--- src/rtl/itcl_pkg.sv ---
// shared types and constants for the interval texture color lookup
`timescale 1ns / 1ps

package itcl_pkg;

    localparam int TABLE_DEPTH_DEF = 16;
    localparam int COORD_BITS_DEF  = 16;
    localparam int COLOR_BITS_DEF  = 24;

    localparam int BOUND_BITS  = 16;
    localparam int PERIOD_BITS = 16;
    localparam int INDEX_BITS  = 4;
    localparam int COUNT_BITS  = 5;
    localparam int CFG_BITS    = 3;
    localparam int OUT_COLOR_BITS = 24;

    typedef enum logic [0:0] {
        OP_LOOKUP = 1'b0,
        OP_WRITE  = 1'b1
    } op_t;

    typedef enum logic [1:0] {
        ST_MATCH   = 2'd0,
        ST_BASE    = 2'd1,
        ST_NOMATCH = 2'd2,
        ST_WRITTEN = 2'd3
    } status_t;

    typedef enum logic [CFG_BITS-1:0] {
        REG_REPEAT_MODE = 3'd0,
        REG_HAS_BASE    = 3'd1,
        REG_BASE_COLOR  = 3'd2,
        REG_ENTRY_COUNT = 3'd3,
        REG_X_PERIOD    = 3'd4,
        REG_Y_PERIOD    = 3'd5
    } cfg_reg_t;

endpackage

--- src/rtl/itcl_wrap.sv ---
// pipelined coordinate mapping: floor modulo by period or clamp of negatives
`timescale 1ns / 1ps

module itcl_wrap
    import itcl_pkg::*;
#(
    parameter int COORD_BITS = COORD_BITS_DEF,
    localparam int MAP_W = (COORD_BITS > PERIOD_BITS) ? COORD_BITS : PERIOD_BITS
)
(
    input  logic                         clk,
    input  logic                         en,
    input  logic signed [COORD_BITS-1:0] coord,
    input  logic [PERIOD_BITS-1:0]       period,
    input  logic                         repeat_mode,
    output logic [MAP_W-1:0]             mapped
);

    logic [COORD_BITS-1:0]  mag_reg [COORD_BITS+1];
    logic [COORD_BITS-1:0]  raw_reg [COORD_BITS+1];
    logic                   neg_reg [COORD_BITS+1];
    logic [PERIOD_BITS-1:0] rem_reg [COORD_BITS+1];
    logic [MAP_W-1:0]       mapped_reg;
    logic [MAP_W-1:0]       mapped_next;
    logic [PERIOD_BITS-1:0] rem_fin;

    always_ff @(posedge clk)
    begin
        if (en)
        begin
            mag_reg[0] <= coord[COORD_BITS-1] ? $unsigned(-coord) : $unsigned(coord);
            raw_reg[0] <= $unsigned(coord);
            neg_reg[0] <= coord[COORD_BITS-1];
            rem_reg[0] <= '0;
        end
    end

    // one quotient bit per stage
    for (genvar k = 1; k <= COORD_BITS; k++)
    begin : g_step
        logic [PERIOD_BITS:0]   trial;
        logic [PERIOD_BITS-1:0] rem_next;

        always_comb
        begin
            trial = {rem_reg[k-1], mag_reg[k-1][COORD_BITS-k]};
            if (trial >= {1'b0, period})
                rem_next = PERIOD_BITS'(trial - {1'b0, period});
            else
                rem_next = trial[PERIOD_BITS-1:0];
        end

        always_ff @(posedge clk)
        begin
            if (en)
            begin
                mag_reg[k] <= mag_reg[k-1];
                raw_reg[k] <= raw_reg[k-1];
                neg_reg[k] <= neg_reg[k-1];
                rem_reg[k] <= rem_next;
            end
        end
    end

    assign rem_fin = rem_reg[COORD_BITS];

    always_comb
    begin
        if (repeat_mode)
        begin
            if (period == '0)
                mapped_next = MAP_W'(raw_reg[COORD_BITS]);
            else if (neg_reg[COORD_BITS] && rem_fin != '0)
                mapped_next = MAP_W'(period - rem_fin);
            else
                mapped_next = MAP_W'(rem_fin);
        end
        else if (neg_reg[COORD_BITS])
            mapped_next = '0;
        else
            mapped_next = MAP_W'(raw_reg[COORD_BITS]);
    end

    always_ff @(posedge clk)
    begin
        if (en)
            mapped_reg <= mapped_next;
    end

    assign mapped = mapped_reg;

endmodule
--- config.mk ---
export PLATFORM = sky130hd
export DESIGN_NAME = itcl_wrap
export DESIGN_NICKNAME = d
export VERILOG_FILES = /design/src/rtl/itcl_pkg.sv /design/src/rtl/itcl_wrap.sv
export SDC_FILE = /design/constraint.sdc
export NUM_CORES = 1
export LEC_CHECK = 0
export ABC_AREA = 1
export BUFFER_PORTS_ARGS = -buffer_cell sky130_fd_sc_hd__buf_2
export CORE_UTILIZATION = 49
export CTS_CLUSTER_DIAMETER = 80
export CTS_CLUSTER_SIZE = 24
export DETAILED_ROUTE_END_ITERATION = 8
export MAX_ROUTING_LAYER = met4
export PLACE_DENSITY_LB_ADDON = 0.3
export SYNTH_ARGS = -nofsm -noshare
export SYNTH_HDL_FRONTEND = slang
export SYNTH_SLANG_ARGS = --single-unit
--- constraint.sdc ---
create_clock -name clk -period 3.7 [get_ports clk]
set_input_delay 0.74 -clock clk [delete_from_list [all_inputs] [get_ports clk]]
set_output_delay 0.74 -clock clk [all_outputs]
set_load 0.02 [all_outputs]
# After elaboration in Yosys (flattened, before gate mapping)
# Memory sizes are Yosys's and may differ from the RTL's.
# Cells that the tools add are included.
# Widths: inputs -> output; s select.
# totals
reg_bits	16
word_cells	65
ramBits	833
out_inout_bits	16
mem_count	4
# memory_table
name	words	word_bits	rd	rd_clocked_by_memory_dff	wr	line	text
mag_reg	17	16	16	0	17	itcl_wrap.sv:19	logic [COORD_BITS-1:0] mag_reg [COORD_BITS+1];
raw_reg	17	16	17	0	17	itcl_wrap.sv:20	logic [COORD_BITS-1:0] raw_reg [COORD_BITS+1];
rem_reg	17	16	17	0	17	itcl_wrap.sv:22	logic [PERIOD_BITS-1:0] rem_reg [COORD_BITS+1];
neg_reg	17	1	17	0	17	itcl_wrap.sv:21	logic neg_reg [COORD_BITS+1];
# classes
mux	23
add_sub_neg	18
magnitude_cmp	16
reduce_logical	3
# op_table
op	n
$mux 16	21
$ge 17x16->1	16
$sub 16x16->16	17
$logic_not 16->1	1
$neg 16->16	1
$reduce_bool 16->1	1
$mux 1	2
$logic_and 1x1->1	1

# Depth between registers and ports, before layout
# Gate-level depths: netlist of run 1.
# depth
word_depth	5
mapped_depth	15
depth_no_buf	15

# Worst setup path before layout of run 1
# OpenSTA, ideal clock, no wires.
# synth_path
kind	input port to flip-flop
from	in period[1]
to	mem rem_reg[6][12], data pin
t_arrival_ps	2995
path_stages	13
setup_ps	252
setup_slack_ps	453
path_cell_list	inv_1 ha_1 nand3_1 nand2_1 nand3_1 nand2_2 nand3_1 nand2_2 nand2_2 nand2_4 buf_6 nand2_1 nand2_1
# synth_lines
element	line	text
start: declaration	itcl_wrap.sv:14	input logic [PERIOD_BITS-1:0] period,
end: declaration	itcl_wrap.sv:22	

==> results.txt, run 1 <==
* Iteration-0 DRC Markers: 1872
- The worst hold path belongs to the class primary input to flop.
- Type of origin of the critical path: primary input
* Number of antenna violations at the first check in global routing: 0
- The number of max-slew violations in the final report was 0.
- Area of the core region: 74700 sq um
- Mapped cell area: 37140 sq um
* Fraction of the yosys area taken by sequential cells: 53.69%
- Maximum clock frequency: 373.4 MHz
- Number of buffers added to fix hold violations after cts: 0
* Wire length of the first global-routing pass: 133.7 mm
- Of the total power, registers draw 38.8%.
- Gate Count Post-Synth: 3769
- Final antenna-violating net count: 0
- Min Tclk post-route: 2.678 ns
- Counting every sink on the clock net gives 664.
- Endpoint of the worst hold path: raw_reg[0][1]
- After floorplanning, the core was divided into 100 placement rows.
* Combinational share of power: 44.6%
- Mean number of vias per cell: 5.380
* Port bufs: 50
- In this run switching power makes up 40.62% of total power.
- Worst clock skew: 0.02892 ns
* Final hold slack: 0.3516 ns
- Number of failing hold endpoints at the final stage: 0
* Int Power: 17.81 mW
* Least-Margin Pin Slew: 0.7714 ns
- Final worst path period share: 72.37%
- The number of antenna diodes in the final layout is 0.
- The post-route netlist has 8.029% of its cells at a drive strength greater than 1.
* Synthesized-area fraction occupied by and/or/nand/nor cells: 20.36%
* Result of the run: finished clean
- Critical path endpoint category: flop
* Leakage power: 17.87 nW
* Mean area per synthesized cell: 9.854 sq um
- Family with the most delay on the worst path: simple AND/OR/NAND/NOR gates
* Endpoint of the worst register-to-register path: rem_reg[9][15]
- Yosys warning count: 0
* Detailed-route via count: 26121
* Synth-to-Final Area Change: 8.281%
- The synthesized design contains 664 register bits.
- Worst-skew pair later-pin latency: 0.59 ns
- The analysis attributes to net switching a power of 12.19 mW.
* Critical path cell sequence: buf_2, inv_2, buf_12, ha_1, nand2_1, inv_2, nand2_1, nor2_2, nand2_1, a21oi_2, nor3_4, nand2_4, nand3_1, nand2_1
- Setup violations remaining at the end of the flow were counted as 0.
* Post-synthesis mux area share: 0%
- Entering global routing, the biggest net connects 97 pins.
* Largest register FFs: 256
* XOR/XNOR share of the synthesized area: 4.386%
- The initial utilization of the core area, before any placement, comes to 49.72%.
- The netlist uses 40 different library cells.
- Buffers added to address setup during post-CTS repair amount to 0.
* Commonest cells after routing, fill and taps aside: nand2_1 (1118), edfxtp_1 (664), inv_1 (342)
- Overall Global Routing Usage: 22.66%
* Delay contributed by the slowest stage of the critical path: 0.50 ns
- At the worst endpoint, the arrival time is 3.03 ns.
- Clock edge transition at the registers on the reported setup and hold paths: 0.09 ns
- Number of cells traversed by the worst hold path: 1
- The via count of the first global-routing pass is 24875.
* Main combinational cell family by area after synthesis: simple AND/OR/NAND/NOR gates
- Launch point of the worst reg-to-reg path: rem_reg[8][4]
* Sum of net half-perimeters after detailed placement: 60.88 mm
* RSZ-0062 raised after global routing: no
- For this run, design rule violations remaining after detail routing come to 0.
- Crit path max-delay cell type: nor3_4
* DRT Pass-1 Iters: 8
- Wire length per cell: 17.49 um
- Number of cell instances on the worst register-to-register path: 11
- Headroom to the max-slew limit came out at 48.38%.
* Worst setup path class: primary input to flop
- Count of cells resized by post-cts repair: 0
* Bufs and invs on worst path: 4
* Drt total wl: 84.93 mm
- The layout has 6626 filler cells.
- Leaving out fill and tap cells, the most frequent cell in the layout is nand2_1.
- Arithmetic-cell share of the synthesized area counting full adders, half adders and majority gates: 9.554%
* Aggregate global routing overflow: 0
* Peak supply drop: 333.0 uV
- Power spread over the standard cell area amounts to 745.9 nW/um^2.
- Fraction of the mapped netlist area in compound gates: 7.189%
- The net count of the finished layout is 4174.
- The longest clock path from root to sink contains 3 buffers.
- Synthesized netlist net count: 4078
- Max-cap violation count: 0
- Crit path required time: 4.06 ns
- Dominant cell type by count on the critical path: nand2_1
- Die boundary height: 277.3 um
* CTS H-tree lvls: 2
* Total CTS buffers: 42
* Setup TNS after final layout: 0 ns
- At the end of routability-driven placement, the weighted congestion stood at 0.9413.
- The startpoint identified for the worst hold timing path is coord[1].
* I/O pin count: 51
* Highest net fanout along the worst path: 17
* Logic depth of the worst setup path including buffers: 14
- The tree is rooted in a clkbuf_16.
- Clock group share of total power: 16.6%
- Floorplan die width: 277.3 um
* Clock tree from TritonCTS: yes
- Flop2flop setup slack: 1.20 ns
- Area enclosed by the die boundary: 76900 sq um
## how the worst max path moves through the flow
| stage | from | end | slack [ns] |
|---|---|---|---|
| after floorplan | period[1] | rem_reg[6][12] | 0.45 |
| after global placement | period[7] | mapped[0] | 0.49 |
| after detailed placement | period[7] | rem_reg[9][15] | 0.44 |
| after CTS | period[7] | rem_reg[10][0] | 1.07 |
| after global routing | period[4] | rem_reg[13][0] | 0.90 |
| final | period[7] | rem_reg[9][15] | 1.02 |
## metal layers
layer | share of wire, % | track usage (%) | wire [um] | vias to the layer above
li1 | - | - | - | 13107
met1 | 45 | 30.01 | 38080 | 12229
met2 | 47 | 37.09 | 40240 | 659
met3 | 5.2 | 2.341 | 4395 | 126
met4 | 2.6 | 6.353 | 2214 | 0
met5 | 0 | - | 0 | -
## kinds of logic after synthesis
logic type | Yosys count
adders and majority gates | 274
buffers and inverters | 418
xor gates and xnor gates | 186
and+or+nand+nor | 1749
DFF | 664
AOI/OAI and AO/OA | 478
## power by group through the flow
stage	clock network [mW]	registers, mW	logic (mW)
floorplan	0	11.3	10.4
global placement	0	11.8	13.1
detailed placement	0	11.8	13.2
CTS	5.10	11.7	13.3
global route	5.35	11.8	15.1
finish	4.97	11.7	13.4
## worst register-to-register path: cells and delay by family, from the launching register on
| family | cells | cell delay, ns |
|---|---|---|
| flops | 1 | 0.47 |
| buf+inv | 1 | 0.06 |
| compound gates | 1 | 0.08 |
| fa+ha+maj | 1 | 0.39 |
| simple gates | 8 | 1.25 |
## cell type report
| class | count | area [sq um] | area share [%] |
|---|---|---|---|
| Multi-Input combinational cell | 2687 | 15410 | 38.32 |
| Clock buffer | 45 | 1084 | 2.694 |
| Sequential cell | 664 | 19940 | 49.58 |
| Tap cell | 969 | 1212 | 3.015 |
| Clock inverter | 20 | 277.8 | 0.6907 |
| Timing Repair Buffer | 98 | 883.3 | 2.197 |
| Inverter | 372 | 1409 | 3.503 |
## cell usage after synthesis, drive strengths merged
master	instances	area [sq um]
a21boi	17	150.2
a21o	22	165.2
a21oi	273	1404
a31oi	17	106.4
buf	42	366.6
clkbuf	4	15.01
edfxtp	664	19940
fa	16	320.3
ha	258	3228
inv	372	1409
nand2	1177	4636
nand3	335	1757
nand3b	11	82.58
nand4	18	112.6
nor2	158	626.8
nor3	36	259.0
nor4	5	31.28
o211ai	2	15.01
o21ai	132	716.9
o21bai	15	112.6
or2	9	58.81
xnor2	50	437.9
xor2	136	1191
## through the flow
| stage | util [%] | total power [mW] | instances | area, sq um | setup slack (ns) |
|---|---|---|---|---|---|
| 5_1_grt | 53.84 | 32.26 | 4855 | 40220 | 0.9039 |
| 2_1_floorplan | - | 21.66 | 3769 | 37140 | 0.4529 |
| 4_1_cts | 53.84 | 30.02 | 4855 | 40220 | 1.071 |
| 3_3_place_gp | 52.02 | 24.88 | 4790 | 38850 | 0.4850 |
| 3_5_place_dp | 52.02 | 25.02 | 4790 | 38850 | 0.4414 |
| 6_report | 53.84 | 30.00 | 4855 | 40220 | 1.022 |
No activity file was read; power rests on OpenSTA's default activity.
==> run 2: changes to the inputs <==
--- a/config.mk
+++ b/config.mk
@@ -5,7 +5,7 @@
 export SDC_FILE = /design/constraint.sdc
 export NUM_CORES = 1
 export LEC_CHECK = 0
-export ABC_AREA = 1
+export ABC_AREA = 0
 export BUFFER_PORTS_ARGS = -buffer_cell sky130_fd_sc_hd__buf_2
 export CORE_UTILIZATION = 49
 export CTS_CLUSTER_DIAMETER = 80
==> constraint.sdc (replaced) <==
create_clock -name clk -period 2.25 [get_ports clk]
set_input_delay 0.45 -clock clk [delete_from_list [all_inputs] [get_ports clk]]
set_output_delay 0.45 -clock clk [all_outputs]
set_load 0.02 [all_outputs]
==> results.txt, run 2 <==
* I/O pin count: 51
- Number of buffers added to fix hold violations after cts: 0
* Clk root buf: clkbuf_16
- Num Clock Sinks: 664
- After synthesis, the cell types taking the most area are edfxtp_1 (57%), ha_1 (9.2%), mux2_2 (5.0%), xnor2_1 (3.5%), a21oi_1 (2.6%).
* Yosys warning count: 0
* Worst setup path class: flop to flop
* DRT Pass-1 Iters: 5
* Clock tree from TritonCTS: yes
- Ys async rst share: 0%
* Highest routed layer: met4
* Worst EP arrival: 3.37 ns
- Power spread over the standard cell area amounts to 1302 nW/um^2.
- Effective utilization at floorplan: 49.76%
- The min-delay analysis places its worst path in the category primary input to flop.
* Aggregate global routing overflow: 0
* Wire length per cell: 20.29 um
- The portion of synthesized area spent on multiplexers is 6.645%.
* Area of the core region: 70270 sq um
* CTS H-tree lvls: 2
- The die is 269.1 um tall.
* Site row count: 97
- The post-route netlist has 46.33% of its cells at a drive strength greater than 1.
* Min setup slack post-route: -0.7718 ns
- Sum of net half-perimeters after detailed placement: 64.40 mm
- A synthesized cell averages 13.18 sq um.
- Clock edge transition at the registers on the reported setup and hold paths: 0.09 ns
- Worst-skew pair later-pin latency: 0.62 ns
- Summed over all nets, wire length on met3 after detailed routing comes to 4.060 mm.
* Leading register cell type out of synthesis: edfxtp_1
- The startpoint identified for the worst register-to-register timing path is mag_reg[0][210].
- Summing the areas of all xor and xnor instances in the mapped netlist gives 5.035% of the synthesized area.
- Floorplan die width: 269.1 um
* Least-Margin Pin Slew: 0.7124 ns
- Wires add up to 95.69 mm.
- Wire length of the first global-routing pass: 146.3 mm
- Layout fillers: 4563
- The detailed router finished its first iteration with 1672 violations.
- Top cells by instance count after synthesis: edfxtp_1 (664), ha_1 (258), nor2_1 (200), a21oi_1 (181), mux2_2 (154)
- After synthesis the cells add up to 34970 sq um.
- Leaving out fill and tap cells, the most frequent cell in the layout is buf_4.
- Summing the areas of all compound-gate instances in the mapped netlist gives 11.25% of the synthesized area.
- Wire segments on met2 add up to 48.30 mm in the final route.
- Count of unresolved DRC violations after routing: 0
- Final antenna-violating net count: 0
* Startpoint of the lowest-slack hold path: coord[14]
- Number of failing hold endpoints at the final stage: 0
- At the placement stage, the worst setup path has a slack of -1.378 ns.
* Top-area cell type share of the netlist area: 57.02%
- Violated checks: setup timing
- Critical path endpoint category: flop
- Type of origin of the critical path: flop
* Worst clock skew: 0.02341 ns
* Arithmetic-cell share of the synthesized area counting full adders, half adders and majority gates: 10.15%
- The congestion estimate from routability-driven global placement came to 0.9506.
- Commonest cells after routing, fill and taps aside: buf_4 (910), edfxtp_1 (664), ha_1 (201)
- Detailed-route via count: 26136
- Maximum number of pins on one net before global-route repair: 95
- Largest register FFs: 256
- Summing internal, switching and leakage power gives 64.49 mW.
- Count of nets after finishing: 4061
* Pins Over Slew Limit: 0
- The run finished, with violations left.
- Final hold slack: 0.05662 ns
- After synthesis, the largest family of logic cells by area is compound AO/OA/AOI/OAI gates.
- IR analysis of the VDD net gives a maximum drop of 716.2 uV.
- Overall Global Routing Usage: 26.39%
- Counting every net in the synthesized netlist gives 2962.
- Gate Count Post-Synth: 2653
- In this run the worst path has a maximum fanout of 8.
- Max-cap violation count: 0
- Summing the areas of all and, or, nand and nor instances in the mapped netlist gives 8.216% of the synthesized area.
* Most instantiated library cell after synthesis: edfxtp_1
* RSZ-0062 raised after global routing: yes
- Max_slew headroom: 52.14%
- Buffers placed on the I/O ports in this run total 50.
- The number of antenna violations at the first check in global routing came to 1.
- Using the TritonRoute via totals, the vias-per-cell ratio works out to 5.542.
* Library cell with the largest summed area after synthesis: edfxtp_1
* Fraction of the yosys area taken by sequential cells: 57.02%
* Synth-to-Final Area Change: 41.66%
- Sum of routed wire segments on met1: 39.33 mm
- STA puts the critical path data required time at 2.60 ns.
- The die covers 72430 sq um.
- The final critical path takes up 134.3% of the cycle.
- The critical path starts at mag_reg[0][210].
- Min Tclk post-route: 3.022 ns
- Setup violations remaining at the end of the flow were counted as 249.
- Static timing analysis puts the maximum clock frequency at 330.9 MHz.
- Number of global-route vias before repair: 26824
- The clock passes through at most 3 buffers.
* Number of flops mapped to enable cells by yosys: 664
- Count of distinct cell types in the synthesized netlist: 74
- Counting flops and latches in the post-synthesis netlist gives 664.
* Total CTS buffers: 44
* Leakage power: 20.29 nW
[run 2: worst max-delay path: stages (launching register included)]
cell and delay [ns]:
edfxtp_1 0.46, inv_2 0.14, ha_4 0.15, buf_6 0.09, nor2b_4 0.03, o31a_1 0.26
or4b_4 0.52, a31oi_4 0.19, o311ai_4 0.12, a31oi_4 0.27, a21oi_4 0.18, mux2_4 0.34
[run 2: cells by family after synthesis]
group,Yosys count
fa+ha+maj,274
flops,664
xor+xnor,201
mux,199
compound gates,582
buf+inv,145
simple gates,588
[run 2: cell type report]
cell class / count / area, sq um / area share (%)
Clock buffer: 46 / 1130 / 2.281
Sequential cell: 664 / 19940 / 40.25
Clock inverter: 23 / 322.8 / 0.6517
Inverter: 112 / 425.4 / 0.8588
Antenna cell: 1 / 2.502 / 0.005052
Multi-Input combinational cell: 1846 / 17430 / 35.19
Timing Repair Buffer: 1084 / 9107 / 18.39
Tap cell: 940 / 1176 / 2.374
[run 2: repair_timing]
| action | CTS | global route |
|---|---|---|
| setup buffers | 149 | 72 |
| cloned | 17 | 1 |
| endpoints found under the setup margin | 261 | 262 |
| endpoints found under the hold margin | 0 | 0 |
| pin swaps | 168 | 157 |
| gates resized for setup | 509 | 231 |
[run 2: path summary, 6_finish.rpt]
check / to / slack [ns] / depth (start not counted)
setup / recovery: rem_reg[14][8] / -0.77 / 11
hold reg to reg: mag_reg[0][43] / 0.42 / 0
hold / removal: raw_reg[0][14] / 0.06 / 1
setup reg to reg: rem_reg[14][8] / -0.77 / 11
[run 2: report_power, final]
part | total [mW] | switching, mW | internal (mW)
clock network | 8.58 | 4.35 | 4.23
logic | 36.6 | 16.1 | 20.4
registers | 19.4 | 1.87 | 17.5
[run 2: per-layer routing]
metal	GRT usage, %	vias to the layer above
met5	-	-
met4	9.925	0
met3	3.179	231
met2	45.43	646
met1	31.71	12856
li1	-	12403
[run 2: through the flow]
stage	TNS [ns]	cells	util, %	instance area (sq um)
3_3_place_gp	-290.81	4437	61.20	43010
3_5_place_dp	-304.68	4437	61.20	43010
2_1_floorplan	-321.39	2653	-	34980
6_report	-127.99	4716	70.49	49540
4_1_cts	-126.06	4665	68.38	48050
5_1_grt	-149.80	4716	70.49	49540
